### config.mk
export PLATFORM = sky130hd
export DESIGN_NAME = usb_in_transfer_packetizer_top
export DESIGN_NICKNAME = d
export VERILOG_FILES = /design/src/uitp_pkg.sv /design/src/uitp_step.sv /design/src/usb_in_transfer_packetizer_top.sv
export VERILOG_INCLUDE_DIRS = /design/src /design/src/src
export SDC_FILE = /design/constraint.sdc
export NUM_CORES = 1
export LEC_CHECK = 0
export BUFFER_PORTS_ARGS = -buffer_cell sky130_fd_sc_hd__buf_2
export CORE_MARGIN = 5
export CORE_UTILIZATION = 59
export CTS_CLUSTER_DIAMETER = 120
export DETAILED_ROUTE_END_ITERATION = 8
export PLACE_DENSITY = 0.8
export SLEW_MARGIN = 5
export SYNTH_ARGS = -nofsm -noshare
export SYNTH_HDL_FRONTEND = slang
export SYNTH_SLANG_ARGS = --single-unit
### constraint.sdc
create_clock -name clock -period 9.4 [get_ports clock]
set_input_delay 0.94 -clock clock [delete_from_list [all_inputs] [get_ports clock]]
set_output_delay 0.94 -clock clock [all_outputs]
set_load 0.01 [all_outputs]
### src/usb_in_transfer_packetizer_top_defines.svh
// ----------------------------------------------------------------------------
// USB IN transfer packetizer: assertion macros
// Shared helpers for the concurrent checks of the packetizer. Each macro
// samples on the rising edge of clock and is switched off during reset.
// ----------------------------------------------------------------------------
`ifndef USB_IN_TRANSFER_PACKETIZER_TOP_DEFINES_SVH
`define USB_IN_TRANSFER_PACKETIZER_TOP_DEFINES_SVH

// Same-cycle implication: when pre holds, post must hold in that cycle.
`define UITP_ASSERT_IMPL(label, pre, post) \
   label: assert property (@(posedge clock) disable iff (reset) (pre) |-> (post)) \
      else $error("packetizer check failed");

// Next-cycle implication: when pre holds, post must hold in the next cycle.
`define UITP_ASSERT_NEXT(label, pre, post) \
   label: assert property (@(posedge clock) disable iff (reset) (pre) |=> (post)) \
      else $error("packetizer check failed");

`endif

### src/uitp_pkg.sv
// ----------------------------------------------------------------------------
// USB IN transfer packetizer: package
// Codes, fixed field widths and the result word type shared by the
// packetizer step logic and its top level.
// ----------------------------------------------------------------------------
package uitp_pkg;

   // Fixed widths of the external fields.
   localparam int XFER_W   = 16;
   localparam int PKT_W    = 7;
   localparam int MODE_W   = 2;
   localparam int CODE_W   = 2;

   // Limits applied to the maximum packet size register.
   localparam logic [PKT_W-1:0] MIN_PACKET   = 7'd8;
   localparam logic [PKT_W-1:0] MAX_PACKET   = 7'd64;

   // Event kinds carried by an input word.
   typedef enum logic [MODE_W-1:0] {
      MODE_START   = 2'd0,
      MODE_IN_DONE = 2'd1,
      MODE_RETRY   = 2'd2,
      MODE_STALL   = 2'd3
   } mode_type;

   // Handshake answered to the next IN token.
   typedef enum logic [CODE_W-1:0] {
      HS_ACK   = 2'd0,
      HS_NAK   = 2'd1,
      HS_STALL = 2'd2
   } hs_type;

   // What a step did.
   typedef enum logic [CODE_W-1:0] {
      ACT_NONE  = 2'd0,
      ACT_ARMED = 2'd1,
      ACT_EMPTY = 2'd2
   } action_type;

   // One result word.
   typedef struct packed {
      action_type         action;
      logic [XFER_W-1:0]  offset;
      logic [PKT_W-1:0]   length;
      hs_type             response;
      logic               busy;
   } result_type;

endpackage

### src/uitp_step.sv
// ----------------------------------------------------------------------------
// USB IN transfer packetizer: step logic
// Combinational next-state and result logic for one event: loads a new
// transfer, applies the handshake change and tries to arm the next packet.
// ----------------------------------------------------------------------------
module uitp_step #(
   parameter int LENGTH_BITS = 16
) (
   input  uitp_pkg::mode_type          mode,
   input  logic [uitp_pkg::XFER_W-1:0] transfer_length,
   input  logic                        in_buffer_empty,
   input  logic [uitp_pkg::PKT_W-1:0]  max_packet,
   input  uitp_pkg::hs_type            hs_cur,
   input  logic                        active_cur,
   input  logic [LENGTH_BITS-1:0]      total_cur,
   input  logic [LENGTH_BITS-1:0]      offset_cur,
   input  logic [uitp_pkg::PKT_W-1:0]  last_size_cur,
   input  logic                        zlp_cur,
   output uitp_pkg::hs_type            hs_nxt,
   output logic                        active_nxt,
   output logic [LENGTH_BITS-1:0]      total_nxt,
   output logic [LENGTH_BITS-1:0]      offset_nxt,
   output logic [uitp_pkg::PKT_W-1:0]  last_size_nxt,
   output logic                        zlp_nxt,
   output uitp_pkg::result_type        result
);

   // Width wide enough for both the input field and the stored length.
   localparam int WIDE_W = (LENGTH_BITS > uitp_pkg::XFER_W) ? LENGTH_BITS : uitp_pkg::XFER_W;

   logic [uitp_pkg::PKT_W-1:0] eff_max;
   logic [WIDE_W-1:0]          tlen_wide;
   logic [WIDE_W-1:0]          limit_wide;
   logic [WIDE_W-1:0]          tlen_sat_wide;
   logic [LENGTH_BITS-1:0]     tlen_sat;

   // Clamp the maximum packet size into the legal range.
   always_comb begin
      priority if (max_packet < uitp_pkg::MIN_PACKET) begin
         eff_max = uitp_pkg::MIN_PACKET;
      end else if (max_packet > uitp_pkg::MAX_PACKET) begin
         eff_max = uitp_pkg::MAX_PACKET;
      end else begin
         eff_max = max_packet;
      end
   end

   // Saturate the requested length to what the length registers hold.
   assign tlen_wide     = WIDE_W'(transfer_length);
   assign limit_wide    = WIDE_W'({LENGTH_BITS{1'b1}});
   assign tlen_sat_wide = (tlen_wide > limit_wide) ? limit_wide : tlen_wide;
   assign tlen_sat      = tlen_sat_wide[LENGTH_BITS-1:0];

   // Event decode followed by the arm attempt.
   always_comb begin
      logic                   try_arm;
      logic                   armed;
      logic [LENGTH_BITS-1:0] off_sum;
      logic [LENGTH_BITS-1:0] remaining;
      logic [LENGTH_BITS-1:0] max_ext;
      logic [WIDE_W-1:0]      off_wide;

      hs_nxt        = hs_cur;
      active_nxt    = active_cur;
      total_nxt     = total_cur;
      offset_nxt    = offset_cur;
      last_size_nxt = last_size_cur;
      zlp_nxt       = zlp_cur;
      try_arm       = 1'b0;
      armed         = 1'b0;
      result.action = uitp_pkg::ACT_NONE;

      unique case (mode)
         uitp_pkg::MODE_START: begin
            total_nxt     = tlen_sat;
            offset_nxt    = '0;
            last_size_nxt = '0;
            zlp_nxt       = 1'b0;
            active_nxt    = (tlen_sat != '0);
            if (tlen_sat == '0) begin
               hs_nxt        = uitp_pkg::HS_ACK;
               result.action = uitp_pkg::ACT_EMPTY;
            end else begin
               try_arm = 1'b1;
            end
         end
         uitp_pkg::MODE_IN_DONE: begin
            hs_nxt  = uitp_pkg::HS_NAK;
            try_arm = 1'b1;
         end
         uitp_pkg::MODE_RETRY: begin
            try_arm = 1'b1;
         end
         uitp_pkg::MODE_STALL: begin
            hs_nxt = uitp_pkg::HS_STALL;
         end
      endcase

      // Bytes left after the packet just sent.
      off_sum   = offset_nxt + LENGTH_BITS'(last_size_nxt);
      remaining = (off_sum <= total_nxt) ? (total_nxt - off_sum) : '0;
      max_ext   = LENGTH_BITS'(eff_max);

      if (try_arm && (hs_nxt == uitp_pkg::HS_NAK) && in_buffer_empty && active_nxt) begin
         offset_nxt = off_sum;
         priority if (remaining > max_ext) begin
            last_size_nxt = eff_max;
            zlp_nxt       = 1'b0;
            armed         = 1'b1;
         end else if (remaining == max_ext) begin
            // A final full packet is followed by a zero-length one.
            last_size_nxt = eff_max;
            zlp_nxt       = 1'b1;
            armed         = 1'b1;
         end else if (zlp_nxt) begin
            zlp_nxt       = 1'b0;
            last_size_nxt = '0;
            armed         = 1'b1;
         end else if (remaining == '0) begin
            // Transfer complete: return to the idle state.
            active_nxt    = 1'b0;
            total_nxt     = '0;
            offset_nxt    = '0;
            last_size_nxt = '0;
            zlp_nxt       = 1'b0;
         end else begin
            last_size_nxt = remaining[uitp_pkg::PKT_W-1:0];
            armed         = 1'b1;
         end
         if (armed) begin
            hs_nxt        = uitp_pkg::HS_ACK;
            result.action = uitp_pkg::ACT_ARMED;
         end
      end

      // Assemble the result word.
      off_wide        = WIDE_W'(offset_nxt);
      result.offset   = armed ? off_wide[uitp_pkg::XFER_W-1:0] : '0;
      result.length   = armed ? last_size_nxt : '0;
      result.response = hs_nxt;
      result.busy     = active_nxt;
   end

endmodule

### src/usb_in_transfer_packetizer_top.sv
// ----------------------------------------------------------------------------
// USB IN transfer packetizer: top level
// Packetizer for one USB IN endpoint. Each event word gives one result word
// with the armed packet's offset and length, the handshake and busy flag.
// ----------------------------------------------------------------------------
//
//   Channel   Direction  Handshake               Payload
//   req_      in         req_valid / req_stall   mode, transfer_length,
//                                                in_buffer_empty
//   rsp_      out        rsp_valid / rsp_stall   action, packet_offset,
//                                                packet_length, response, busy_res
//   csr_      in         csr_write_enable        max_packet (7 bits)
//
// One word per cycle sustained while rsp_ does not stall; an accepted word sits in
// the input register, and its result then moves into the result register.
// The endpoint state lives next to the step logic, so back-to-back events
// see the previous event's state without any bubble.
// Reset is synchronous and active high; max_packet returns to 64.
// A stall on rsp_ holds the result register and backs up into req_stall.

`include "usb_in_transfer_packetizer_top_defines.svh"

module usb_in_transfer_packetizer_top #(
   parameter int LENGTH_BITS = 16
) (
   input  logic                         clock,
   input  logic                         reset,
   // Event input channel
   input  logic                         req_valid,
   output logic                         req_stall,
   input  logic [uitp_pkg::MODE_W-1:0]  req_mode,
   input  logic [uitp_pkg::XFER_W-1:0]  req_transfer_length,
   input  logic                         req_in_buffer_empty,
   // Result channel
   output logic                         rsp_valid,
   input  logic                         rsp_stall,
   output logic [uitp_pkg::CODE_W-1:0]  rsp_action,
   output logic [uitp_pkg::XFER_W-1:0]  rsp_packet_offset,
   output logic [uitp_pkg::PKT_W-1:0]   rsp_packet_length,
   output logic [uitp_pkg::CODE_W-1:0]  rsp_response,
   output logic                         rsp_busy_res,
   // Configuration
   input  logic                         csr_write_enable,
   input  logic [uitp_pkg::PKT_W-1:0]   csr_write_data
);

   // Input register.
   logic                        in_valid_ff, in_valid_in;
   uitp_pkg::mode_type          in_mode_ff;
   logic [uitp_pkg::XFER_W-1:0] in_tlen_ff;
   logic                        in_buf_ff;

   // Result register.
   logic                        rsp_valid_ff, rsp_valid_in;
   uitp_pkg::result_type        rsp_ff, rsp_in;

   // Endpoint state.
   uitp_pkg::hs_type            hs_ff, hs_in;
   logic                        active_ff, active_in;
   logic [LENGTH_BITS-1:0]      total_ff, total_in;
   logic [LENGTH_BITS-1:0]      offset_ff, offset_in;
   logic [uitp_pkg::PKT_W-1:0]  last_size_ff, last_size_in;
   logic                        zlp_ff, zlp_in;

   // Configuration register.
   logic [uitp_pkg::PKT_W-1:0]  max_packet_ff;

   logic out_free;
   logic advance;
   logic req_take;

   // Flow control: the input register moves on whenever the result
   // register is empty or being emptied.
   assign out_free  = !rsp_valid_ff || !rsp_stall;
   assign advance   = in_valid_ff && out_free;
   assign req_stall = in_valid_ff && !out_free;
   assign req_take  = req_valid && !req_stall;

   assign in_valid_in  = req_take ? 1'b1 : (advance ? 1'b0 : in_valid_ff);
   assign rsp_valid_in = advance ? 1'b1 : (rsp_stall ? rsp_valid_ff : 1'b0);

   // Step logic for the word in the input register.
   uitp_step #(
      .LENGTH_BITS (LENGTH_BITS)
   ) u_step (
      .mode            (in_mode_ff),
      .transfer_length (in_tlen_ff),
      .in_buffer_empty (in_buf_ff),
      .max_packet      (max_packet_ff),
      .hs_cur          (hs_ff),
      .active_cur      (active_ff),
      .total_cur       (total_ff),
      .offset_cur      (offset_ff),
      .last_size_cur   (last_size_ff),
      .zlp_cur         (zlp_ff),
      .hs_nxt          (hs_in),
      .active_nxt      (active_in),
      .total_nxt       (total_in),
      .offset_nxt      (offset_in),
      .last_size_nxt   (last_size_in),
      .zlp_nxt         (zlp_in),
      .result          (rsp_in)
   );

   // Handshake flags.
   always_ff @(posedge clock) begin
      if (reset) begin
         in_valid_ff  <= 1'b0;
         rsp_valid_ff <= 1'b0;
      end else begin
         in_valid_ff  <= in_valid_in;
         rsp_valid_ff <= rsp_valid_in;
      end
   end

   // Input payload register, cleared so that the step logic never sees
   // an undefined event.
   always_ff @(posedge clock) begin
      if (reset) begin
         in_mode_ff <= uitp_pkg::MODE_STALL;
         in_tlen_ff <= '0;
         in_buf_ff  <= 1'b0;
      end else if (req_take) begin
         in_mode_ff <= uitp_pkg::mode_type'(req_mode);
         in_tlen_ff <= req_transfer_length;
         in_buf_ff  <= req_in_buffer_empty;
      end
   end

   // Result payload register.
   always_ff @(posedge clock) begin
      if (advance) begin
         rsp_ff <= rsp_in;
      end
   end

   // Endpoint state, updated once per processed word.
   always_ff @(posedge clock) begin
      if (reset) begin
         hs_ff        <= uitp_pkg::HS_NAK;
         active_ff    <= 1'b0;
         total_ff     <= '0;
         offset_ff    <= '0;
         last_size_ff <= '0;
         zlp_ff       <= 1'b0;
      end else if (advance) begin
         hs_ff        <= hs_in;
         active_ff    <= active_in;
         total_ff     <= total_in;
         offset_ff    <= offset_in;
         last_size_ff <= last_size_in;
         zlp_ff       <= zlp_in;
      end
   end

   // Maximum packet size register.
   always_ff @(posedge clock) begin
      if (reset) begin
         max_packet_ff <= uitp_pkg::MAX_PACKET;
      end else if (csr_write_enable) begin
         max_packet_ff <= csr_write_data;
      end
   end

   // Outputs.
   assign rsp_valid         = rsp_valid_ff;
   assign rsp_action        = rsp_ff.action;
   assign rsp_packet_offset = rsp_ff.offset;
   assign rsp_packet_length = rsp_ff.length;
   assign rsp_response      = rsp_ff.response;
   assign rsp_busy_res      = rsp_ff.busy;

   // An armed packet always leaves the endpoint answering ACK mid-transfer.
   `UITP_ASSERT_IMPL(a_armed_ack, rsp_valid_ff && (rsp_ff.action == uitp_pkg::ACT_ARMED), (rsp_ff.response == uitp_pkg::HS_ACK) && rsp_ff.busy)
   // Words that arm nothing carry a zero offset and length.
   `UITP_ASSERT_IMPL(a_idle_zero, rsp_valid_ff && (rsp_ff.action != uitp_pkg::ACT_ARMED), (rsp_ff.offset == '0) && (rsp_ff.length == '0))
   // An empty transfer is acknowledged and leaves nothing in progress.
   `UITP_ASSERT_IMPL(a_empty_done, rsp_valid_ff && (rsp_ff.action == uitp_pkg::ACT_EMPTY), (rsp_ff.response == uitp_pkg::HS_ACK) && !rsp_ff.busy)
   // A processed word always lands in the result register.
   `UITP_ASSERT_NEXT(a_advance_lands, advance, rsp_valid_ff)

endmodule

* After elaboration in Yosys (flattened, before gate mapping)
Cells that the tools add are included.
** Word-level totals
- Output and inout port bits :: 30
- Word-level logic and storage cells :: 99
- Register bits :: 99
- Input port bits :: 31
** Operators by class
- Equal/unequal tests :: 6
- Mux-type cells :: 52
- Add/subtract/negate cells :: 2
- Order comparisons :: 5
- Reductions and logical operators :: 17
** Operators by type and width (count)
- 2-to-1 mux 16 bit :: 14
- 2-to-1 mux 7 bit :: 8
- logical NOT 16 bit :: 2
- 2-to-1 mux 1 bit :: 21
- adder 16 x 7 -> 16 bit :: 1
- equality test 16 x 7 -> 1 bit :: 1
- greater-than comparator 16 bit (second input constant) :: 1
- greater-than comparator 16 x 7 -> 1 bit :: 1
- less-or-equal comparator 16 bit :: 1
- nonzero test 16 bit :: 1
- subtractor 16 bit :: 1
- 2-to-1 mux 2 bit :: 7
- greater-than comparator 7 bit (second input constant) :: 1
- less-than comparator 7 x 4 -> 1 bit (second input constant) :: 1
- logical AND 1 bit :: 6
- case mux 2 bit (3 select lines) :: 1
- equality test 2 x 1 -> 1 bit (second input constant) :: 2
- equality test 2 bit (second input constant) :: 2
- logical NOT 1 bit :: 4
- logical NOT 2 bit :: 1
- inequality test 2 x 1 -> 1 bit (second input constant) :: 1
- case mux 1 bit (2 select lines) :: 1
- nonzero test 2 bit :: 1
- OR reduction 2 bit :: 1
- logical OR 1 bit :: 1

* Logic depth before layout (Yosys ltp)
- Depth after elaboration :: 13
- Mapped depth :: 35
- Depth with buffers taken out :: 31

* By module
A second synthesis with hierarchy kept.
** Unflattened totals
- Cells, all modules :: 756
- Area, all modules :: 6501.2 um^2
** Modules (own cells, without submodules)
- usb_in_transfer_packetizer_top :: times used 1, area an instance 3539.6 um^2, cells each 329, seq. area each 2262.2 um^2
- uitp_step :: times used 1, area an instance 2961.6 um^2, cells each 427, seq. area each 0.0 um^2

* Worst setup path after synthesis
No wires, ideal clock.
- Kind :: register to register
- Start point :: register in_mode_ff[1]
- End point :: register rsp_ff (netlist bit rsp_busy_res), data pin
- Path buffers :: 6
- Stages on the path, launching flop included :: 33
- Setup slack :: 1.923 ns
- Library setup time :: 0.255 ns
- Clock period less this slack :: 7.477 ns
- Arrival :: 7.222 ns
- Data required time :: 9.145 ns
- Cell sequence :: dfxtp_1 -> inv_1 -> ha_1 -> buf_2 -> buf_1 -> clkbuf_1 -> nor2b_1 -> ha_1 -> a21oi_1 -> o21bai_1 -> a21oi_1 -> o21ai_0 -> xnor2_1 -> ha_1 -> a2111oi_0 -> a211o_1 -> and2_1 -> buf_2 -> a31oi_1 -> o21ai_1 -> nand2_1 -> clkbuf_1 -> and2_1 -> ha_1 -> and3_1 -> a221o_1 -> a31oi_1 -> o21ai_1 -> nor2_1 -> nor4b_1 -> a22oi_4 -> buf_6 -> and2_1
** Between the ends
- Longest elaborated chain between the ends :: 11
- Elaborated cells on any way between the ends :: 28
- Classes of those cells :: add/sub: 2; order compare: 2; eq/ne: 5; mux: 13; reduce/logical: 6
** Ends and longest elaborated chain
- start: declaration :: line usb_in_transfer_packetizer_top.sv:49 : uitp_pkg::mode_type in_mode_ff;
- start signal: assignment :: line usb_in_transfer_packetizer_top.sv:120 : in_mode_ff <= uitp_pkg::MODE_STALL;
- start signal: assignment :: line usb_in_transfer_packetizer_top.sv:124 : in_mode_ff <= uitp_pkg::mode_type'(req_mode);
- parallel branches: the longest is 10 deep, another holds adder 16 x 7 -> 16 bit
- 2-to-1 mux 1 bit (*) :: line uitp_step.sv:104 : if (try_arm && (hs_nxt == uitp_pkg::HS_NAK) && in_buffer_empty && active_nxt) begin
- net active_in :: line usb_in_transfer_packetizer_top.sv:59 : logic active_ff, active_in;
- end signal: assignment :: line usb_in_transfer_packetizer_top.sv:133 : rsp_ff <= rsp_in;
- end: declaration :: line usb_in_transfer_packetizer_top.sv:55 : uitp_pkg::result_type rsp_ff, rsp_in;
Mark *: on every way through the listed nets, which the timed path passes.
A chain may end at the register's enable or synchronous reset.

* Worst setup path in the final report
- Start point :: register in_mode_ff[1]
- End point :: register last_size_ff[3] in the netlist's numbering
** Between the ends
- Longest elaborated chain between the ends :: 11
- Elaborated cells on any way between the ends :: 28
- Classes of those cells :: add/sub: 2; order compare: 2; eq/ne: 5; mux: 13; reduce/logical: 6
** Ends and longest elaborated chain
- parallel branches: the longest is 10 deep, another holds adder 16 x 7 -> 16 bit
- 2-to-1 mux 7 bit (*) :: line uitp_step.sv:104
- end signal: assignment :: line usb_in_transfer_packetizer_top.sv:151 : last_size_ff <= last_size_in;
- end: declaration :: line usb_in_transfer_packetizer_top.sv:62 : logic [uitp_pkg::PKT_W-1:0] last_size_ff, last_size_in;
Mark *: on every way between the ends.

==> flow_metrics.env <==
export IMPL_status="completed"
export IMPL_setup_ws_ns=0.677
export IMPL_cp_endpoint="last_size_ff[3]"
export IMPL_rsz0062_at_grt="no"
export IMPL_hp_class="reg2reg"
export IMPL_irDropWorstVdd_uv=157
export IMPL_rows=36
export IMPL_end_kind="flip-flop"
export IMPL_worst_pin_slew_ns=1.19
export IMPL_wl_per_cell_um=16.8
export IMPL_synth_top_family_by_area="simple AND/OR/NAND/NOR gates"
export IMPL_synth_main_ff_cell="dfxtp_1"
export IMPL_routabilityCongestion=0.959
export IMPL_final_setup_tns_ns=0
export IMPL_syn_nets=717
export IMPL_io_pins=61
export IMPL_fin_crit_sh=0.928
export IMPL_pre_cts_ws_ns=0.734
export IMPL_critPathRequiredTime_ns=9.61
export IMPL_vias_per_cell=6.23
export IMPL_synth_compound_area_frac=0.208
export IMPL_postPlaceCellArea_mm2=0.00611
export IMPL_die_x_um=109
export IMPL_ys_ff_latch=99
export IMPL_reg2reg_slack_ns=0.68
export IMPL_synthMuxAreaShare=0.0451
export IMPL_syn_area_mm2=0.00577
export IMPL_cts_htree_levels=3
export IMPL_port_buffers=60
export IMPL_clk_latency_ns=0.37
export IMPL_final_cells=833
export IMPL_worst_r2r_endpoint="last_size_ff[3]"
export IMPL_ant_nets=0
export IMPL_synth_simple_area_share=0.212
export IMPL_drive_above_1_share=0.146
export IMPL_synth_distinct_cells=65
export IMPL_num_antenna_cells=0
export IMPL_hold_viol_final=0
export IMPL_final_common_cell="nand2_1"
export IMPL_crit_start="in_mode_ff[1]"
export IMPL_drt_wl_total_um=14000
export IMPL_num_vias=5187
export IMPL_dr_pass1_iters=6
export IMPL_critPathLaunchType="flip-flop"
export IMPL_p_per_area_mw_per_mm2=131
export IMPL_r2r_start="in_mode_ff[1]"
export IMPL_area_growth_pct=9.64
export IMPL_cts_root_buffer_cell="clkbuf_8"
export IMPL_post_place_cells=817
export IMPL_antenna_found_initial=0
export IMPL_grt_first_pass_wirelength_um=22400
export IMPL_finalSetupViolations=0
export IMPL_grt_max_degree=32
export IMPL_gr_usage_all_layers=0.239
export IMPL_cts_hold_buffers_added=0
export IMPL_grt_pass1_vias=4718
export IMPL_numCtsBuffers=9
export IMPL_nets=761
export IMPL_finalHoldWorstSlack_ns=0.468
export IMPL_clk_path_buf_depth=2
export IMPL_yosys_warnings=0
export IMPL_slew_violations=0
export IMPL_clock_fmax_mhz=115
export IMPL_cts_sinks=99
export IMPL_async_flop_share=0
export IMPL_p_total_mw=0.830
export IMPL_synth_xor_area_share=0.0289
export IMPL_p_leak_nw=2.55
export IMPL_layout_common_cells="nand2_1, dfxtp_1, buf_2"
export IMPL_drc=0
export IMPL_synthAdderAreaFrac=0.0786
export IMPL_grt_overflow=0
export IMPL_start_util=0.598
export IMPL_postSynthAreaPerCell_um2=8.86
export IMPL_clock_skew_ns=0.0108
export IMPL_synth_edf_count=28
export IMPL_period_minus_slack_ns=8.72
export IMPL_min_delay_start="offset_ff[6]"
export IMPL_clk_pin_slew_worst_paths_ns=0.09
export IMPL_maxCapViolations=0
export IMPL_dieArea_mm2=0.0118
export IMPL_synth_seq_area_share=0.392
export IMPL_slew_headroom=0.202
export IMPL_dpl_hpwl_um=10600
export IMPL_postSynthCellCount=651
export IMPL_crit_path_max_fanout=22
export IMPL_cts_tree="built"
export IMPL_drtIter0Drc=385
export IMPL_cp_arrival_ns=8.93
export IMPL_critPathKind="reg2reg"
export IMPL_utilization=0.656
export IMPL_die_h_um=109
export IMPL_worst_r2r_cell_count=26
export IMPL_final_area_mm2=0.00632
export IMPL_core_mm2=0.00964
## area by class of cell
class                      count  area [um2]
clock buffer                  12         178
clock inverter                 4        28.8
fill                         822        3320
inverter                      19        71.3
multi-input combinational    504        3300
sequential                    99        2260
tap                          133         166
timing repair buffer          62         315
## critical path, cell delays in order (launching register included)
cell	delay, ns
dfxtp_1	0.34
inv_1	0.13
ha_1	0.69
nor2b_1	0.20
ha_1	0.35
a21o_1	0.16
a21oi_1	0.22
o21bai_1	0.09
a21oi_1	0.23
o21ai_0	0.28
xnor2_1	0.40
ha_1	0.37
a2111oi_0	0.67
a211o_1	0.35
and2_1	0.26
a31oi_1	0.11
o21ai_1	0.30
nand2_1	0.36
and2_1	0.27
ha_1	0.31
and3_1	0.22
a221o_1	0.30
a31oi_1	0.30
a21boi_1	0.53
a31oi_1	0.22
nand3_1	0.69
a22oi_1	0.20
## how the worst min path moves through the flow
stage | to | slack (ns) | cells past startpoint
after global routing | offset_ff[3] | 0.48 | 2
after global placement | offset_ff[6] | 0.43 | 2
after floorplan | offset_ff[0] | 0.42 | 2
after CTS | offset_ff[3] | 0.47 | 2
final | offset_ff[6] | 0.47 | 2
after detailed placement | offset_ff[3] | 0.45 | 2
## flip-flops by register name (all words and copies together), names as in the netlist, 2 cells and up
signal             flops
max_packet_ff          7
rsp_packet_length      7
rsp_response           2
rsp_packet_offset     16
rsp_action             2
last_size_ff           7
total_ff              16
in_mode_ff             2
offset_ff             16
hs_ff                  2
in_tlen_ff            16
## power breakdown
part	internal, mW	switching, mW	leakage (nW)
sequential	0.451	0.00776	0.841
combinational	0.0335	0.0654	1.60
clock	0.129	0.143	0.107
total	0.613	0.216	2.55
## routing by layer
layer	routed length, um	part of all wire	up-vias	GRT usage
li1	-	-	2501	-
met1	5900	0.42	2450	0.296
met2	6900	0.49	210	0.426
met3	958	0.068	26	0.0409
met4	240	0.017	0	0.0721
met5	0	0	-	0
## timing repair
item	CTS	global route
resized for setup	0	1
setup buffers	0	0
endpoints found under the setup margin	0	2
## logic make-up after synthesis
group	Yosys count
AND/OR/NAND/NOR	254
flip-flops	99
AO/OA/AOI/OAI	172
multiplexers	24
XOR/XNOR	19
adder cells (fa/ha/maj)	35
buffers and inverters	48
## cells in the mapped netlist, drive strengths merged (4+ instances only)
cell type / count / area [um2]
buf: 14 / 78.8
mux2i: 8 / 80.1
nor4: 5 / 31.3
and2: 9 / 56.3
a22oi: 7 / 66.3
a221o: 4 / 40.0
o211ai: 10 / 80.1
nor2: 53 / 199
a41oi: 4 / 35.0
nand2: 93 / 349
o21ai: 32 / 160
inv: 19 / 71.3
a32o: 15 / 150
dfxtp: 71 / 1420
a32oi: 4 / 35.0
a21oi: 47 / 239
clkbuf: 15 / 56.3
a21o: 8 / 60.1
nand2b: 5 / 31.3
edfxtp: 28 / 841
ha: 33 / 413
a31oi: 8 / 50.1
nor3: 8 / 45.0
nor2b: 20 / 125
o21a: 7 / 52.6
xor2: 6 / 52.6
and3: 8 / 50.1
xnor2: 13 / 114
mux2: 16 / 180
nand4: 14 / 87.6
nand3: 22 / 110
(Power assumes the default switching activity.)
